`config.mk`:
```
export PLATFORM = sky130hd
export DESIGN_NAME = rau_ctrl
export DESIGN_NICKNAME = d
export VERILOG_FILES = /design/src/sv/rau_pkg.sv /design/src/sv/rau_ctrl.sv
export SDC_FILE = /design/constraint.sdc
export NUM_CORES = 1
export LEC_CHECK = 0
export BUFFER_PORTS_ARGS = -buffer_cell sky130_fd_sc_hd__buf_2
export CORE_AREA = 2 2 39 41
export CTS_CLUSTER_DIAMETER = 30
export CTS_CLUSTER_SIZE = 28
export DETAILED_ROUTE_END_ITERATION = 16
export DIE_AREA = 0 0 41 43
export GPL_TIMING_DRIVEN = 0
export PLACE_DENSITY = 0.43
export SYNTH_ARGS = -nofsm -noshare
export SYNTH_HDL_FRONTEND = slang
export SYNTH_SLANG_ARGS = --single-unit
```
`constraint.sdc`:
```
create_clock -name i_clk -period 1.25 [get_ports i_clk]
set_clock_uncertainty 0.1 [all_clocks]
set_input_delay 0.125 -clock i_clk [delete_from_list [all_inputs] [get_ports i_clk]]
set_output_delay 0.125 -clock i_clk [all_outputs]
set_load 0.01 [all_outputs]
```
`src/sv/rau_pkg.sv`:
```
package rau_pkg;

    localparam int OPERAND_WIDTH = 32;
    localparam int WIDE = 64;
    localparam int CNT_W = 7;

    localparam logic [1:0] OP_ADD = 2'd0;
    localparam logic [1:0] OP_SUB = 2'd1;
    localparam logic [1:0] OP_MUL = 2'd2;
    localparam logic [1:0] OP_DIV = 2'd3;

    typedef struct packed {
        logic [1:0]  opcode;
        logic [31:0] first_numerator;
        logic [31:0] first_denominator;
        logic [31:0] second_numerator;
        logic [31:0] second_denominator;
    } t_in;

    typedef struct packed {
        logic [63:0] result_numerator;
        logic [63:0] result_denominator;
        logic        zero_denominator;
        logic        overflow;
    } t_out;

    // controller -> datapath
    typedef struct packed {
        logic load;
        logic mult;
        logic gcd_init;
        logic gcd_step;
        logic div_init;
        logic div_step;
        logic finish;
    } t_cmd;

    // datapath -> controller
    typedef struct packed {
        logic need_reduce;
        logic gcd_done;
        logic div_done;
    } t_sts;

endpackage

```
`src/sv/rau_ctrl.sv`:
```
module rau_ctrl
    import rau_pkg::*;
(
    input  logic i_clk,
    input  logic i_rst_n,
    input  logic i_in_valid,
    output logic o_in_ready,
    output logic o_out_valid,
    input  logic i_out_ready,
    input  t_sts i_sts,
    output t_cmd o_cmd
);

    localparam logic [2:0] S_IDLE = 3'd0;
    localparam logic [2:0] S_MUL  = 3'd1;
    localparam logic [2:0] S_COMB = 3'd2;
    localparam logic [2:0] S_GCD  = 3'd3;
    localparam logic [2:0] S_DIV  = 3'd4;
    localparam logic [2:0] S_OUT  = 3'd5;

    logic [2:0] r_state, n_state;

    always_ff @(posedge i_clk) begin
        if (!i_rst_n) begin
            r_state <= S_IDLE;
        end else begin
            r_state <= n_state;
        end
    end

    assign o_in_ready  = (r_state == S_IDLE);
    assign o_out_valid = (r_state == S_OUT);

    always_comb begin
        n_state = r_state;
        o_cmd   = '0;
        case (r_state)
            S_IDLE: begin
                if (i_in_valid) begin
                    o_cmd.load = 1'b1;
                    n_state = S_MUL;
                end
            end
            S_MUL: begin
                o_cmd.mult = 1'b1;
                n_state = S_COMB;
            end
            S_COMB: begin
                o_cmd.gcd_init = 1'b1;
                n_state = S_GCD;
            end
            S_GCD: begin
                if (!i_sts.need_reduce) begin
                    o_cmd.finish = 1'b1;
                    n_state = S_OUT;
                end else if (i_sts.gcd_done) begin
                    o_cmd.div_init = 1'b1;
                    n_state = S_DIV;
                end else begin
                    o_cmd.gcd_step = 1'b1;
                end
            end
            S_DIV: begin
                if (i_sts.div_done) begin
                    o_cmd.finish = 1'b1;
                    n_state = S_OUT;
                end else begin
                    o_cmd.div_step = 1'b1;
                end
            end
            S_OUT: begin
                if (i_out_ready) begin
                    n_state = S_IDLE;
                end
            end
            default: n_state = S_IDLE;
        endcase
    end

endmodule

```
Yosys cells after proc, flatten, opt, wreduce, memory -nomap -nowiden

Cells that the tools add are included.

Latch bits: 0
Input port bits: 7
Bits in read-only memories: 0
Word-level logic and storage cells: 31
Memory bits (writable): 0
Memories kept: 0
Output and inout port bits: 9
Register bits after elaboration: 3

Order comparisons: 0
Mux-type cells: 19
Shifts and indexed selects: 0
Eq/ne operators: 9
Divide/modulo/power cells: 0
Reductions and logical operators: 2
Add/sub/neg operators: 0
$mul: 0
Bitwise operators: 0

Operators by type and width:

| cell               | count |
|---|---|
| $pmux 3 s6         | 1 |
| $mux 3             | 5 |
| $mux 1             | 10 |
| $eq 3x2->1 const B | 2 |
| $eq 3x3->1 const B | 2 |
| $mux 2             | 2 |
| $ne 2x2->1 const B | 2 |
| $reduce_and 4->1   | 1 |
| $eq 3x1->1 const B | 1 |
| $logic_not 3->1    | 1 |
| $ne 3x3->1 const B | 1 |
| $ne 2x1->1 const B | 1 |
| $pmux 1 s2         | 1 |

Depth between registers and ports, before layout

Gate-level depths: netlist of run 1.

Depth in word-level cells: 3
Gate-level depth with buffers: 4
Depth with buffers taken out: 3

Worst setup path before layout of run 1

No wires, ideal clock.

Kind: register to output
Start point: register r_state[0]
End point: output o_cmd[6] (netlist bit)
Stages on the path, launching flop included: 3
Data required time: 1.025 ns
Path buffers: 1
Setup slack: 0.093 ns
Arrival time: 0.932 ns
Cells stage by stage: dfxtp_1 > buf_2 > nor4b_1

RTL lines:

| element                  | RTL line       | text |
|---|---|---|
| start: declaration       | rau_ctrl.sv:21 | `logic [2:0] r_state, n_state;` |
| start signal: assignment | rau_ctrl.sv:27 | `r_state <= n_state;` |
| end: declaration         | rau_ctrl.sv:11 | `output t_cmd o_cmd` |

==> impl_metrics.tcl, run 1 <==
set metrics [dict create \
    final_hold_viol_count 0 \
    core_area_sq_um 1380 \
    wire_per_inst_um 13.0 \
    hold_path.class "in -> reg" \
    tightest_slew_ns 0.305 \
    maxCapViolCount 0 \
    grt_usage_pct 11.7 \
    top_regs "r_state (3)" \
    nets 73 \
    arrival_ns 1.30 \
    synth_area_leaders "dfxtp_1 22%, buf_6 8.1%, nor3_1 7.2%" \
    slew_headroom_pct 79.6 \
    dr.pass1.iters 3 \
    row_count 14 \
    place_inst 67 \
    port-buffer-count 15 \
    drtIter0Drc 3 \
    drt.antenna.violating_nets 0 \
    drc 0 \
    start_util_pct 20.0 \
    place.gp.congestion 0.697 \
    vias 371 \
    grt_max_degree 11 \
    top_register "r_state" \
    worst_slack_ns -0.271 \
    fmax_ghz 0.657 \
    synth_top_cell_area_share_pct 21.7 \
    synth_top_family_by_area "simple AND/OR/NAND/NOR gates" \
    die_area_sq_um 1760 \
    cts.sinks 3 \
    cts_made_buffers 3 \
    syn_avg_cell_area_sq_um 7.68 \
    synth_top_area_cell "dfxtp_1" \
    power_density_nw_per_um2 879 \
    die_height_um 43 \
    cts_tree "built" \
    die_w_um 41 \
    hpwl_um 547 \
    multi_input_area_sq_um 241 \
    synthSimpleGateAreaFrac_pct 43.9 \
    ys_seq_area_share_pct 21.7 \
    synth_compound_area_share_pct 21.7 \
    ys_seq_elements 3 \
    use_met3_pct 4.71 \
    period_minus_slack_ns 1.52 \
    clk_pin_slew_ns 0.03 \
    slew_violations 0 \
    cellLeakagePower_nw 0.256 \
    insertion_delay_ns 0.23 \
    ir_drop_v 0.000431 \
    violations "setup timing" \
    globalRoute.totalOverflow 0 \
    grt-busiest-layer "met2" \
    outcome "finished with violations" \
    synth_nets 43 \
    final_cells 81 \
    met1_usage_pct 12.8 \
    regArea_sq_um 63.8 \
    largest_reg_flops 3 \
    setup_viol 10 \
    crit_path_end_kind "output port" \
    synth_cell_type_count 23 \
    io_pins 16 \
    grt_pass1_vias 364 \
    min_period_over_period_pct 122 \
    grt_pass1_wl_mm 1.43 \
    post_synth_xor_area_fraction_pct 0 \
    synth_adder_area_share_pct 0 \
    via_per_inst 4.58 \
    drive_above_1_share_pct 67.7 \
    use_met2_pct 20.3 \
    h-tree-depth 1 \
    muxShareOfSynthArea_pct 0 \
    diodes 0 \
    antenna_found_initial 0 \
    cp-start-kind "flip-flop" \
    crit_type "reg -> out" \
    fin_util_pct 40.3 \
    wl_mm 1.05 \
    synthCells 36 \
    syn-cell-area_sq_um 277 \
    cts_buffer_depth 2 \
    rsz0062_at_grt "true" \
    cp.required_ns 1.02 \
    area_delta_synth_final_pct 102 \
    crit_path_max_fanout 5 \
    clockRootBuffer "clkbuf_4" \
    final.setup.tns_ns -0.971 \
    n_fill_cell 147 \
    synth_warnings 0 \
]
## critical path, cell delays in order (launching register included)
cell and delay [ns]:
dfxtp_2 0.32, buf_6 0.12, and2b_1 0.23, nand2_1 0.09, o21bai_1 0.15, buf_2 0.15
## per-stage QoR
stage	area [sq um]	setup slack (ns)	hold WS [ns]	total power, mW
CTS	519	-0.178	0.0634	0.486
global route	558	-0.325	0.0665	0.525
floorplan	277	0.0926	0.172	0.210
detailed placement	372	-0.0237	0.304	0.257
global placement	372	-0.0322	0.302	0.259
finish	558	-0.271	0.0667	0.490
## final timing paths
check	startpoint	endpoint	slack [ns]	depth (start not counted)
max	r_state[2]$_SDFFE_PN0P_	o_cmd[0]	-0.27	5
min	i_rst_n	r_state[0]$_SDFFE_PN0P_	0.07	3
max reg2reg	r_state[2]$_SDFFE_PN0P_	r_state[0]$_SDFFE_PN0P_	-0.03	5
min reg2reg	r_state[0]$_SDFFE_PN0P_	r_state[1]$_SDFFE_PN0P_	0.44	2
## layout by cell type (no fill, tap or decap), drive strengths merged
master / instances
buf: 28
nand2: 5
nor3: 4
clkbuf: 4
dfxtp: 3
nor2: 2
inv: 2
nor3b: 2
nand2b: 1
and2b: 1
nor4bb: 1
o21bai: 1
or2b: 1
nor4b: 1
nor2b: 1
and2: 1
a211oi: 1
o32a: 1
o22ai: 1
o211ai: 1
a21oi: 1
a21boi: 1
a2111oi: 1
## power by group
part	total (mW)	switching [mW]	internal, mW
combinational	0.206	0.0996	0.106
sequential	0.120	0.0123	0.108
clock	0.164	0.0452	0.119
## synthesized netlist by cell type (all sizes together)
cell	count
a2111oi	1
a211oi	1
a21boi	1
a21oi	1
and2	1
and2b	1
buf	3
dfxtp	3
inv	2
nand2	5
nand2b	1
nor2	2
nor2b	1
nor3	4
nor3b	2
nor4b	1
nor4bb	1
o211ai	1
o21bai	1
o22ai	1
o32a	1
or2b	1
## metal layers
layer	share of wire (%)	up-vias
li1	-	185
met1	41	172
met2	55	14
met3	3.5	0
met4	0	0
met5	0	-
## kinds of logic after synthesis
logic type,Yosys count
compound gates,8
buf+inv,5
flops,3
simple gates,20
## cell type report
| class | instances | area share [%] |
|---|---|---|
| plain buffers | 3 | 6.05 |
| clock buffers | 4 | 4.71 |
| inverters | 2 | 1.35 |
| multi-input cells | 28 | 43.3 |
| flip-flops and latches | 3 | 11.4 |
| well taps | 16 | 3.59 |
| repair buffers | 25 | 29.6 |
## what timing repair did
item | in CTS | in global routing
hold buffers | 0 | 0
gates cloned | 2 | 0
pin swaps | 5 | 3
setup endpoints to repair | 9 | 12
gates resized for setup | 12 | 13
buffers inserted | 9 | 2
Power figures use the tool's default switching activity.
==> inputs of run 2 (changes only) <==
- CORE_AREA: 2 2 39 41 -> 10 10 47 49
- DIE_AREA: 0 0 41 43 -> 0 0 57 59
==> run 2 against run 1 <==
Net effect:
- the flow still finishes with violations (setup timing)
- hold slack worse by 0.021 ns
- fmax grew 4.5%
- setup slack improved by 0.065 ns
- sequential share of layout area is 0.71 points higher
- wire length shrank 12%
- flip-flop and latch count did not move
- highest routed layer is now met4
==> impl_metrics.tcl, run 2 (synthesis gave the netlist of run 1 again) <==
set metrics [dict create \
    tightest_slew_ns 0.235 \
    drive_above_1_share_pct 70.3 \
    violations "setup timing" \
    combPwrFrac_pct 43.9 \
    place.gp.congestion 0.755 \
    p_sw_mw 0.178 \
    arrival_ns 1.23 \
    crit_chain "buf_6 > nor4bb_4 > o21bai_1 > buf_2" \
    wl_um 921 \
    drt.antenna.violating_nets 0 \
    slew_violations 0 \
    fmax_ghz 0.687 \
    grt_usage_pct 5.52 \
    worst_slack_ns -0.206 \
    top_register "r_state" \
    outcome "finished with violations" \
    final_hold_viol_count 0 \
    wire_per_inst_um 11.5 \
    cts_made_buffers 3 \
    largest_reg_flops 3 \
    cp_slowest_stage_delay_ns 0.31 \
    cts_tree "built" \
    setup_viol 8 \
    grt_max_degree 11 \
    clkPwrFrac_pct 33.5 \
    clk_pin_slew_ns 0.04 \
    finalInstanceArea_sq_um 567 \
    row_count 14 \
    die_area_sq_um 3360 \
    cp-start-kind "flip-flop" \
    ir_drop_v 0.000287 \
    cts_buffer_depth 2 \
    cp.required_ns 1.02 \
    drtIter0Drc 7 \
    dr.pass1.iters 4 \
    diodes 0 \
    cts.sinks 3 \
    drc 0 \
    port-buffer-count 15 \
    period_minus_slack_ns 1.46 \
    crit_path_end_kind "output port" \
    h-tree-depth 1 \
    holdCritStartpoint "i_rst_n" \
    antenna_found_initial 0 \
    mostFrequentLayoutCells "15 x buf_2, 9 x buf_4, 5 x nand2_1, 3 x nor3_2, 3 x clkbuf_4" \
    use_met3_pct 3.00 \
    dpl-instance-area_sq_um 372 \
    cellLeakagePower_nw 0.259 \
    crit_type "reg -> out" \
    insertion_delay_ns 0.24 \
    globalRoute.totalOverflow 0 \
    maxCapViolCount 0 \
    hold_path.class "in -> reg" \
    grt_pass1_vias 361 \
    crit_buf_inv 2 \
    via_per_inst 4.64 \
    vias 371 \
    power_mw 0.533 \
    rsz0062_at_grt "true" \
    core_area_sq_um 1400 \
    crit_path_max_fanout 7 \
    use_met2_pct 7.29 \
    met1_usage_pct 6.15 \
    cpLargestDelayFamily "flip-flops" \
    clockRootBuffer "clkbuf_4" \
    pwr-share-seq_pct 22.6 \
    slew_headroom_pct 84.3 \
    worstReg2RegStart "r_state[1]$_SDFFE_PN0P_" \
    swShare_pct 33.5 \
    hpwl_um 645 \
    startpoint "r_state[1]$_SDFFE_PN0P_" \
    nets 72 \
    cts_hold_buf 0 \
    io_pins 16 \
    power_density_nw_per_um2 940 \
    grt-busiest-layer "met2" \
    internal_power_mw 0.354 \
    grt_pass1_wl_mm 1.48 \
    die_height_um 59 \
    min_period_over_period_pct 116 \
    die_w_um 57 \
    start_util_pct 19.7 \
    top_regs "r_state (3)" \
    slowest_stage "dfxtp_2" \
    area_delta_synth_final_pct 105 \
    layout_commonest_cell "buf_2" \
]
run 2: cell types whose count changed in the layout (fill, tap and decap cells not counted), moves of 2 or more:
cell     change
buf_6        -5
buf_4        +3
dfxtp_2      -2
dfxtp_4      +2
run 2: layout make-up:
cell class              instances  area (sq um)
well taps                      16          20.0
fillers                       158           835
flip-flops and latches          3          68.8
repair buffers                 25           154
plain buffers                   2          26.3
multi-input cells              28           264
clock buffers                   4          26.3
inverters                       2          7.51
run 2: power by group through the flow:
stage,logic (mW),registers (mW),clock network [mW]
detailed placement,0.145,0.115,0
global placement,0.146,0.114,0
finish,0.234,0.120,0.178
CTS,0.169,0.117,0.179
floorplan,0.0966,0.113,0
global route,0.256,0.123,0.196
run 2: worst paths after layout:
check | depth (start not counted) | endpoint | slack [ns]
setup reg to reg | 5 | r_state[0]$_SDFFE_PN0P_ | 0.02
setup / recovery | 4 | o_cmd[0] | -0.21
hold / removal | 3 | r_state[0]$_SDFFE_PN0P_ | 0.05
hold reg to reg | 1 | r_state[1]$_SDFFE_PN0P_ | 0.38
run 2: per-layer routing:
layer | up-vias | share of wire (%)
met5 | - | 0
met4 | 0 | 2.3
met3 | 2 | 8.1
met2 | 14 | 47
met1 | 169 | 43
li1 | 186 | -
run 2: repair_timing:
action,4_1_cts,5_1_grt
setup endpoints to repair,9,11
hold endpoints to repair,0,0
gates resized for setup,8,17
pin swaps,1,5
buffers inserted,3,8
run 2: stage by stage:
step | utilization, % | setup TNS, ns | hold WS [ns] | cells | setup WS, ns
2_1_floorplan | - | 0 | 0.172 | 36 | 0.0926
6_report | 40.4 | -1.09 | 0.0459 | 80 | -0.206
5_1_grt | 40.4 | -1.74 | 0.0509 | 80 | -0.293
3_3_place_gp | 26.5 | -0.0425 | 0.303 | 67 | -0.0425
4_1_cts | 32.5 | -1.09 | 0.0525 | 74 | -0.204
3_5_place_dp | 26.5 | -0.0630 | 0.311 | 67 | -0.0630
run 2: worst min-delay path: stages:
cell and delay (ns):
buf_2 0.11, nand2_1 0.06, o22ai_1 0.05
==> inputs of run 3 (changes only) <==
==> constraint.sdc (replaced) <==
create_clock -name i_clk -period 1.25 [get_ports i_clk]
set_clock_uncertainty 0.1 [all_clocks]
set_input_delay 0.3125 -clock i_clk [delete_from_list [all_inputs] [get_ports i_clk]]
set_output_delay 0.3125 -clock i_clk [all_outputs]
set_load 0.01 [all_outputs]
==> run 3 against run 2 <==
Net effect:
- the run still ends with setup timing left
- power grew 8.5%
- sequential share of layout area shrank 1.8 points
- combinational power is 20% higher
- utilization up 5.4 points
- die area unchanged
- final cell count up 7.5%
- global-route usage grew 1.4 points
- wire length increased by 31%
- non-clock buffer count is 6 higher
- critical path type unchanged
==> impl_metrics.tcl, run 3 (synthesis gave the netlist of run 1 again) <==
set metrics [dict create \
    largest_reg_flops 3 \
    grt_usage_pct 6.95 \
    wl_mm 1.21 \
    drive_above_1_share_pct 74.3 \
    cts.sinks 3 \
    die_height_um 59 \
    rsz0062_at_grt "true" \
    grt_max_degree 8 \
    io_pins 16 \
    maxCapViolCount 0 \
    globalRoute.totalOverflow 0 \
    finalInstanceArea_sq_um 643 \
    via_per_inst 4.59 \
    outcome "finished with violations" \
    ir_drop_v 0.000305 \
    fin_util_pct 45.9 \
    cp-start-kind "flip-flop" \
    clockRootBuffer "clkbuf_4" \
    cellLeakagePower_nw 0.299 \
    die_area_sq_um 3360 \
    antenna_found_initial 0 \
    slew_violations 0 \
    final_cells 86 \
    tightest_slew_ns 0.264 \
    setup_viol 11 \
    die_w_um 57 \
    arrival_ns 1.25 \
    start_util_pct 19.7 \
    fmax_ghz 0.601 \
    dr.pass1.iters 2 \
    place_inst 67 \
    post-place-ws_ns -0.260 \
    wire_per_inst_um 14.0 \
    core_area_sq_um 1400 \
    crit_path_end_kind "output port" \
    dpl-instance-area_sq_um 402 \
    final.setup.tns_ns -2.80 \
    clk_pin_slew_ns 0.04 \
    power_mw 0.578 \
    diodes 0 \
    cts_tree "built" \
    hold_path.class "in -> reg" \
    drtIter0Drc 5 \
    drc 0 \
    area_delta_synth_final_pct 133 \
    port-buffer-count 15 \
    worst_slack_ns -0.414 \
    nets 78 \
    top_regs "r_state (3)" \
    hpwl_um 662 \
    cts_made_buffers 3 \
    whs_ns 0.244 \
    top_register "r_state" \
    cp.required_ns 0.84 \
    h-tree-depth 1 \
    vias 395 \
    slew_headroom_pct 82.4 \
    crit_path_max_fanout 5 \
    crit_type "reg -> out" \
    violations "setup timing" \
    cts_buffer_depth 2 \
    place.gp.congestion 0.727 \
    insertion_delay_ns 0.24 \
    min_period_over_period_pct 133 \
    final_hold_viol_count 0 \
    n_fill_cell 144 \
    mostFrequentLayoutCells "15 x buf_2, 9 x buf_6, 8 x buf_4, 5 x nand2_1" \
    drt.antenna.violating_nets 0 \
    layout_commonest_cell "buf_2" \
    row_count 14 \
    grt_pass1_vias 423 \
    period_minus_slack_ns 1.66 \
    power_density_nw_per_um2 899 \
    grt_pass1_wl_mm 1.91 \
]
==> run 3: what timing repair did <==
| item | 4_1_cts | 5_1_grt |
|---|---|---|
| resized for setup | 16 | 10 |
| pin swaps | 6 | 5 |
| hold buffers | 0 | 0 |
| endpoints found under the setup margin | 9 | 11 |
| gates cloned | 2 | 0 |
| setup buffers | 9 | 6 |
==> run 3: worst paths after layout <==
kind,slack [ns],to,start,cells past startpoint
worst max-delay path,-0.41,o_cmd[0],r_state[1]$_SDFFE_PN0P_,4
worst min-delay path,0.24,r_state[0]$_SDFFE_PN0P_,i_rst_n,3
worst max register to register,-0.04,r_state[0]$_SDFFE_PN0P_,r_state[2]$_SDFFE_PN0P_,5
worst min register to register,0.49,r_state[1]$_SDFFE_PN0P_,r_state[0]$_SDFFE_PN0P_,2
==> run 3: power by group <==
group / switching (mW) / internal, mW
combinational: 0.125 / 0.156
sequential: 0.0135 / 0.108
clock: 0.0557 / 0.120
total: 0.194 / 0.384
==> run 3: critical path, stage by stage, from the launching register on <==
cell      delay [ns]
dfxtp_2         0.32
buf_6           0.13
nor4bb_4        0.29
o21bai_4        0.17
buf_6           0.11
==> run 3: cell type report <==
class	instances	area (sq um)	share of cell area, %
Timing Repair Buffer	30	214	33.3
Sequential cell	3	66.3	10.3
Multi-Input combinational cell	28	272	42.2
Clock buffer	4	26.3	4.09
Buffer	3	37.5	5.84
Inverter	2	7.51	1.17
Tap cell	16	20.0	3.11
==> run 3: per-layer routing <==
| layer | track usage (%) | part of all wire [%] | vias to the layer above |
|---|---|---|---|
| met5 | 0 | 0 | - |
| met4 | 4.03 | 2.2 | 0 |
| met3 | 3.00 | 5.5 | 4 |
| met2 | 11.8 | 50 | 13 |
| met1 | 6.97 | 42 | 180 |
| li1 | - | - | 198 |
